`src/rtl/assert_macros.svh`:
```
// Assertion macros shared by the terminal writer RTL.
// Every check is sampled on the rising edge of clk and is off while rst is high.
`ifndef ASSERT_MACROS_SVH
`define ASSERT_MACROS_SVH

// The property must hold on every sampled edge.
`define ASSERT_ALWAYS(label, prop, msg) \
  label: assert property (@(posedge clk) disable iff (rst) (prop)) else $error(msg);

// Whenever the antecedent holds, the consequent must hold in the same cycle.
`define ASSERT_IMPLIES(label, ante, cons, msg) \
  label: assert property (@(posedge clk) disable iff (rst) (ante) |-> (cons)) else $error(msg);

`endif

```
`src/rtl/ttw_pkg.sv`:
```
// ---------------------------------------------------------------------------
// ttw_pkg: shared definitions for the text mode terminal writer
// Screen geometry, field types, request codes, sequencer states and the
// structures passed between the sequencer and the top level.
// ---------------------------------------------------------------------------
package ttw_pkg;

  localparam int COLS   = 80;
  localparam int ROWS   = 25;
  localparam int NCELLS = COLS * ROWS;

  localparam int ADDR_W = 11;
  localparam int ROW_W  = 5;
  localparam int COL_W  = 7;
  localparam int CHAR_W = 8;
  localparam int CELL_W = 16;

  typedef logic [CHAR_W-1:0] char_t;
  typedef logic [ADDR_W-1:0] addr_t;
  typedef logic [ROW_W-1:0]  row_t;
  typedef logic [COL_W-1:0]  col_t;
  typedef logic [CELL_W-1:0] cell_t;

  localparam logic  REQ_PUT     = 1'b0;
  localparam logic  REQ_READ    = 1'b1;
  localparam char_t CH_NEWLINE  = 8'd10;
  localparam char_t CH_SPACE    = 8'h20;
  localparam char_t RESET_COLOR = 8'd7;

  typedef enum logic [1:0] {
    ST_CLEAR,
    ST_IDLE,
    ST_READ,
    ST_SCROLL
  } state_t;

  // One access to the screen memory: write port and read port controls.
  typedef struct packed {
    logic  we;
    addr_t waddr;
    cell_t wdata;
    logic  re;
    addr_t raddr;
  } mem_req_t;

  // Result word to be loaded into the output register.
  typedef struct packed {
    logic  load;
    logic  use_ram;
    addr_t cursor;
    row_t  row;
    col_t  col;
  } rsp_ctrl_t;

endpackage

```
`src/rtl/ttw_seq.sv`:
```
// ---------------------------------------------------------------------------
// ttw_seq: terminal writer sequencer
// Holds the write position and the scroll offset of the ring of screen rows,
// drives the screen memory and tells the top level when a result is ready.
// ---------------------------------------------------------------------------
module ttw_seq (
  input  logic               clk,
  input  logic               rst,
  input  logic               req_valid,
  output logic               req_ready,
  input  logic               req_type,
  input  ttw_pkg::char_t     char_code,
  input  ttw_pkg::addr_t     cell_index,
  input  ttw_pkg::char_t     text_color,
  input  logic               slot_free,
  output ttw_pkg::mem_req_t  mem_req,
  output ttw_pkg::rsp_ctrl_t rsp_ctrl
);
  import ttw_pkg::*;

  `include "assert_macros.svh"

  state_t state, state_next;
  row_t   row, row_next;
  col_t   col, col_next;
  addr_t  cursor, cursor_next;
  addr_t  base, base_next;
  addr_t  cnt, cnt_next;
  logic   rd_hit, rd_hit_next;

  logic              accept;
  logic              last_row;
  logic              last_col;
  logic              is_newline;
  logic              idx_hit;
  addr_t             lin_pos;
  addr_t             map_in;
  logic [ADDR_W:0]   phys_sum;
  addr_t             phys;

  assign accept     = req_valid && req_ready;
  assign last_row   = (row == ROW_W'(ROWS - 1));
  assign last_col   = (col == COL_W'(COLS - 1));
  assign is_newline = (char_code == CH_NEWLINE);
  assign idx_hit    = (cell_index < ADDR_W'(NCELLS));
  assign lin_pos    = ADDR_W'(row) * ADDR_W'(COLS) + ADDR_W'(col);

  // Logical cell to memory cell: the top screen row sits at base in the ring.
  assign map_in   = (req_type == REQ_READ) ? cell_index : lin_pos;
  assign phys_sum = {1'b0, map_in} + {1'b0, base};
  assign phys     = (phys_sum >= (ADDR_W + 1)'(NCELLS)) ?
                    ADDR_W'(phys_sum - (ADDR_W + 1)'(NCELLS)) : phys_sum[ADDR_W-1:0];

  // Next state and position.
  always_comb begin
    state_next  = state;
    row_next    = row;
    col_next    = col;
    cursor_next = cursor;
    base_next   = base;
    cnt_next    = cnt;
    rd_hit_next = rd_hit;
    case (state)
      ST_CLEAR: begin
        cnt_next = cnt + 1'b1;
        if (cnt == ADDR_W'(NCELLS - 1)) begin
          cnt_next   = '0;
          state_next = ST_IDLE;
        end
      end
      ST_IDLE: begin
        if (accept) begin
          if (req_type == REQ_READ) begin
            rd_hit_next = idx_hit;
            state_next  = ST_READ;
          end else if (is_newline) begin
            col_next = '0;
            if (last_row) begin
              state_next = ST_SCROLL;
            end else begin
              row_next = row + 1'b1;
            end
          end else begin
            cursor_next = lin_pos + 1'b1;
            if (last_col) begin
              col_next = '0;
              if (last_row) begin
                state_next = ST_SCROLL;
              end else begin
                row_next = row + 1'b1;
              end
            end else begin
              col_next = col + 1'b1;
            end
          end
        end
      end
      ST_READ: begin
        state_next = ST_IDLE;
      end
      ST_SCROLL: begin
        cnt_next = cnt + 1'b1;
        if (cnt == ADDR_W'(COLS - 1)) begin
          cnt_next   = '0;
          base_next  = (base == ADDR_W'(NCELLS - COLS)) ? '0 : base + ADDR_W'(COLS);
          state_next = ST_IDLE;
        end
      end
      default: begin
        state_next = ST_IDLE;
      end
    endcase
  end

  // Memory accesses, handshake and result loading.
  always_comb begin
    req_ready = (state == ST_IDLE) && slot_free;
    mem_req   = '0;
    rsp_ctrl  = '0;
    rsp_ctrl.cursor = cursor_next;
    rsp_ctrl.row    = row_next;
    rsp_ctrl.col    = col_next;
    case (state)
      ST_CLEAR: begin
        mem_req.we    = 1'b1;
        mem_req.waddr = cnt;
        mem_req.wdata = {RESET_COLOR, CH_SPACE};
      end
      ST_IDLE: begin
        if (accept) begin
          if (req_type == REQ_READ) begin
            mem_req.re    = idx_hit;
            mem_req.raddr = phys;
          end else begin
            mem_req.we    = !is_newline;
            mem_req.waddr = phys;
            mem_req.wdata = {text_color, char_code};
            rsp_ctrl.load = (state_next == ST_IDLE);
          end
        end
      end
      ST_READ: begin
        rsp_ctrl.load    = 1'b1;
        rsp_ctrl.use_ram = rd_hit;
      end
      ST_SCROLL: begin
        // The old top row becomes the new bottom row and is blanked.
        mem_req.we    = 1'b1;
        mem_req.waddr = base + cnt;
        mem_req.wdata = {text_color, CH_SPACE};
        rsp_ctrl.load = (state_next == ST_IDLE);
      end
      default: begin
        mem_req = '0;
      end
    endcase
  end

  always_ff @(posedge clk) begin
    if (rst) begin
      state  <= ST_CLEAR;
      row    <= '0;
      col    <= '0;
      cursor <= '0;
      base   <= '0;
      cnt    <= '0;
      rd_hit <= 1'b0;
    end else begin
      state  <= state_next;
      row    <= row_next;
      col    <= col_next;
      cursor <= cursor_next;
      base   <= base_next;
      cnt    <= cnt_next;
      rd_hit <= rd_hit_next;
    end
  end

  `ASSERT_ALWAYS(a_pos_in_screen, (row < ROW_W'(ROWS)) && (col < COL_W'(COLS)), "write position left the screen")
  `ASSERT_IMPLIES(a_scroll_writes, state == ST_SCROLL, mem_req.we && (mem_req.waddr < ADDR_W'(NCELLS)), "row blanking write missing or out of range")
  `ASSERT_IMPLIES(a_read_after_idle, state == ST_READ, $past(state) == ST_IDLE, "read wait entered from wrong state")
  `ASSERT_IMPLIES(a_base_moves_on_scroll, !$stable(base), $past(state) == ST_SCROLL, "row ring offset changed outside a scroll")

endmodule

```
`config.mk`:
```
export PLATFORM = sky130hd
export DESIGN_NAME = ttw_seq
export DESIGN_NICKNAME = d
export VERILOG_FILES = /design/src/rtl/ttw_pkg.sv /design/src/rtl/ttw_seq.sv
export VERILOG_INCLUDE_DIRS = /design/src /design/src/rtl
export SDC_FILE = /design/constraint.sdc
export NUM_CORES = 1
export LEC_CHECK = 0
export ABC_AREA = 1
export BUFFER_PORTS_ARGS = -buffer_cell sky130_fd_sc_hd__buf_2
export CORE_MARGIN = 1
export CORE_UTILIZATION = 40
export CTS_CLUSTER_DIAMETER = 150
export CTS_CLUSTER_SIZE = 8
export DETAILED_ROUTE_END_ITERATION = 16
export PLACE_DENSITY_LB_ADDON = 0.05
export SLEW_MARGIN = 10
export SYNTH_ARGS = -nofsm -noshare
export SYNTH_HDL_FRONTEND = slang
export SYNTH_SLANG_ARGS = --single-unit
export TNS_END_PERCENT = 1
```
`constraint.sdc`:
```
create_clock -name clk -period 3.4 [get_ports clk]
set_input_delay 0.34 -clock clk [delete_from_list [all_inputs] [get_ports clk]]
set_output_delay 0.34 -clock clk [all_outputs]
set_load 0.01 [all_outputs]
```
==> metrics <==
CTS Root Buffer Type=clkbuf_8; vias=4,625; fmax=0.249 GHz; CTS Buffer Depth=2; Area Overhead vs Synth=31.9%; clock-pin slew of the registers on the worst-case setup and hold paths=0.09 ns; Starting Density=41.8%; TritonCTS clock tree=built; diode count=0; failing checks=setup timing; minimum clock period=4.02 ns; drt drc=0; number of global-route vias before repair=4,418; top_reg_cell synth=dfxtp_1; Die H=104 microns; final setup fails=14; maximum vdd drop=146 uV; synth cell count leaders=131 x nand2_1, 106 x inv_1, 96 x nor2_1; Tot GR Track Use=23.9%; Final nets=862; synth unique cells=50; Slew @ Worst Pin=0.754 ns; Tot Pwr=1.08 mW; setup_tns=-8.09 ns; Ys Warns=0; core box area=9860 sq um; WHS Path Cells=5; max-slew violations=0; first-pass GRT wire length=21,100 microns; fin crit share=118%; port bufs=97; # hold bufs at CTS=0; Post-Syn Nets=718; P_leak=2.77 nW; number of flops mapped to enable cells by yosys=0; WP data arrival=3.68 ns; worst skew pair latency=0.30 ns; crit end category=output port; register area share after synthesis=21.4%; critical path class=reg -> out; clk_skew=0.00759 ns; final worst slack=-0.617 ns; htree depth=2; post-synth top area share=21.4%; mapped cell area=4120 sq um; half-perimeter wire length after placement=10,100 microns; R2R Setup Slk=0.96 ns; Pre-Repair DR Iteration Count=5; total CTS buffers=5; max-cap violations=0; ratio of cells with drive above 1 in the final layout=29.5%; largest net degree at the start of global routing=29; Vias/cell=4.99; Iter 0 DRT Violations=243; Avg WL per Cell=13.6 microns; RSZ-0062 raised after global routing=true; width of the die=104 microns; Final Hold Violating Endpoints=0; max_slew headroom=49.2%; status=finished, violations left; beginning of the worst hold path=char_code[5]; Reg-to-Reg End=col[5]; final core occ=55.1%; Syn Area/Cell=6.35 sq um; R2R cell count=14; Antenna Nets Post-Route=0; dominant cell type by area after synthesis=dfxtp_1; synthesis-stage register bit count=44; Syn Inst Count=649; worst-path maximum fanout=5; GRT overflow=0; HP Class=in -> reg; worst r2r src=state[1]; asr flop ratio synth=0%; most frequent cell after synthesis=nand2_1; synth top area cells=dfxtp_1 21%, nand2_1 12%, ha_1 11%; Power Dens Cells=198 nW/um^2; WP data required=3.06 ns; FP Rows=36; RePlAce Congestion=0.882; # fillers=1,023; initial antenna violation count=0; Die ar.=10,700 sq um; WHS Endpoint=cursor[0]; Post-Route WL=12,600 microns; Startpoint Class=flop; clk sink count=44; IO Count=98
-- cells in the final DEF, fill, tap and decap left out, types with 7 or more instances in the layout --
cell,n
nor2_1,92
buf_4,52
buf_2,97
o22ai_1,8
nor3_1,13
dfxtp_1,39
xor2_1,18
nand3_1,29
a211oi_1,8
xnor2_1,7
nand2_1,125
ha_1,29
nand4_1,15
o21ai_0,23
nand3_2,7
o21ai_1,7
nand2_2,14
a21oi_1,21
inv_1,101
-- flip-flops by register name, summed over array words and instances (netlist names) --
register,cells
col,7
base,7
cnt,11
row,5
state,2
rd_hit,1
cursor,11
-- critical path, stage by stage, from the launching register on --
cell,delay (ns)
dfxtp_4,0.39
ha_4,0.14
inv_2,0.04
fa_2,0.35
or2_4,0.27
a21oi_4,0.19
xor2_2,0.16
o21ai_1,0.09
ha_1,0.36
buf_4,0.16
a21oi_2,0.14
nand3_1,0.10
nand2_1,0.10
nand2_2,0.08
nor2_4,0.14
nand3_4,0.13
buf_6,0.15
nand3_2,0.05
nand2_2,0.07
o21ai_2,0.12
buf_2,0.15
-- report_power, final --
part	total, mW	internal [mW]	switching [mW]
registers	0.518	0.515	0.00296
clock network	0.421	0.212	0.209
logic	0.137	0.0588	0.0782
-- through the flow --
step,worst slack (ns),cells,hold WS [ns],area (sq um)
after floorplan,-0.139,649,0.446,4200
after global placement,-0.290,912,0.455,5130
after detailed placement,-0.369,912,0.468,5130
after CTS,-0.610,924,0.458,5330
after global routing,-0.843,927,0.500,5440
final,-0.617,927,0.472,5440
-- worst max-delay path by stage --
stage               slack (ns)  cells after the start   start     endpoint
floorplan                -0.14                     20  row[3]   mem_req[8]
global placement         -0.29                     19  row[0]   mem_req[6]
detailed placement       -0.37                     20  row[1]   mem_req[5]
CTS                      -0.61                     18  row[1]  mem_req[34]
global route             -0.84                     22  row[0]  mem_req[35]
finish                   -0.62                     20  row[0]  mem_req[34]
-- cell type report --
class / instances / area, sq um / share of cell area, %
Multi-Input combinational cell: 484 / 2960 / 54.4
Clock inverter: 1 / 8.76 / 0.161
Sequential cell: 44 / 895 / 16.5
Clock buffer: 7 / 108 / 1.98
Tap cell: 133 / 166 / 3.06
Inverter: 107 / 402 / 7.39
Timing Repair Buffer: 151 / 898 / 16.5
-- cells by family after synthesis --
| group | synth area share (%) |
|---|---|
| AND/OR/NAND/NOR | 35.8 |
| flip-flops | 21.4 |
| AO/OA/AOI/OAI | 13.5 |
| buffers and inverters | 11.5 |
| adder cells (fa/ha/maj) | 11.6 |
| XOR/XNOR | 6.19 |
| other | 0.0909 |
-- metal layers --
layer / wire, microns / vias to the layer above / GRT usage, % / share of wire [%]
met2: 5730 / 125 / 39.6 / 45
li1: - / 2398 / - / -
met5: 0 / - / 0 / 0
met3: 571 / 10 / 2.77 / 4.5
met4: 99 / 0 / 4.04 / 0.78
met1: 6210 / 2092 / 33.4 / 49
-- repair_timing --
action / 4_1_cts / 5_1_grt
gates resized for setup: 11 / 25
buffers inserted: 4 / 3
pin swaps: 14 / 24
setup endpoints to repair: 14 / 14
Note: power is estimated with default switching activity, not from simulation.
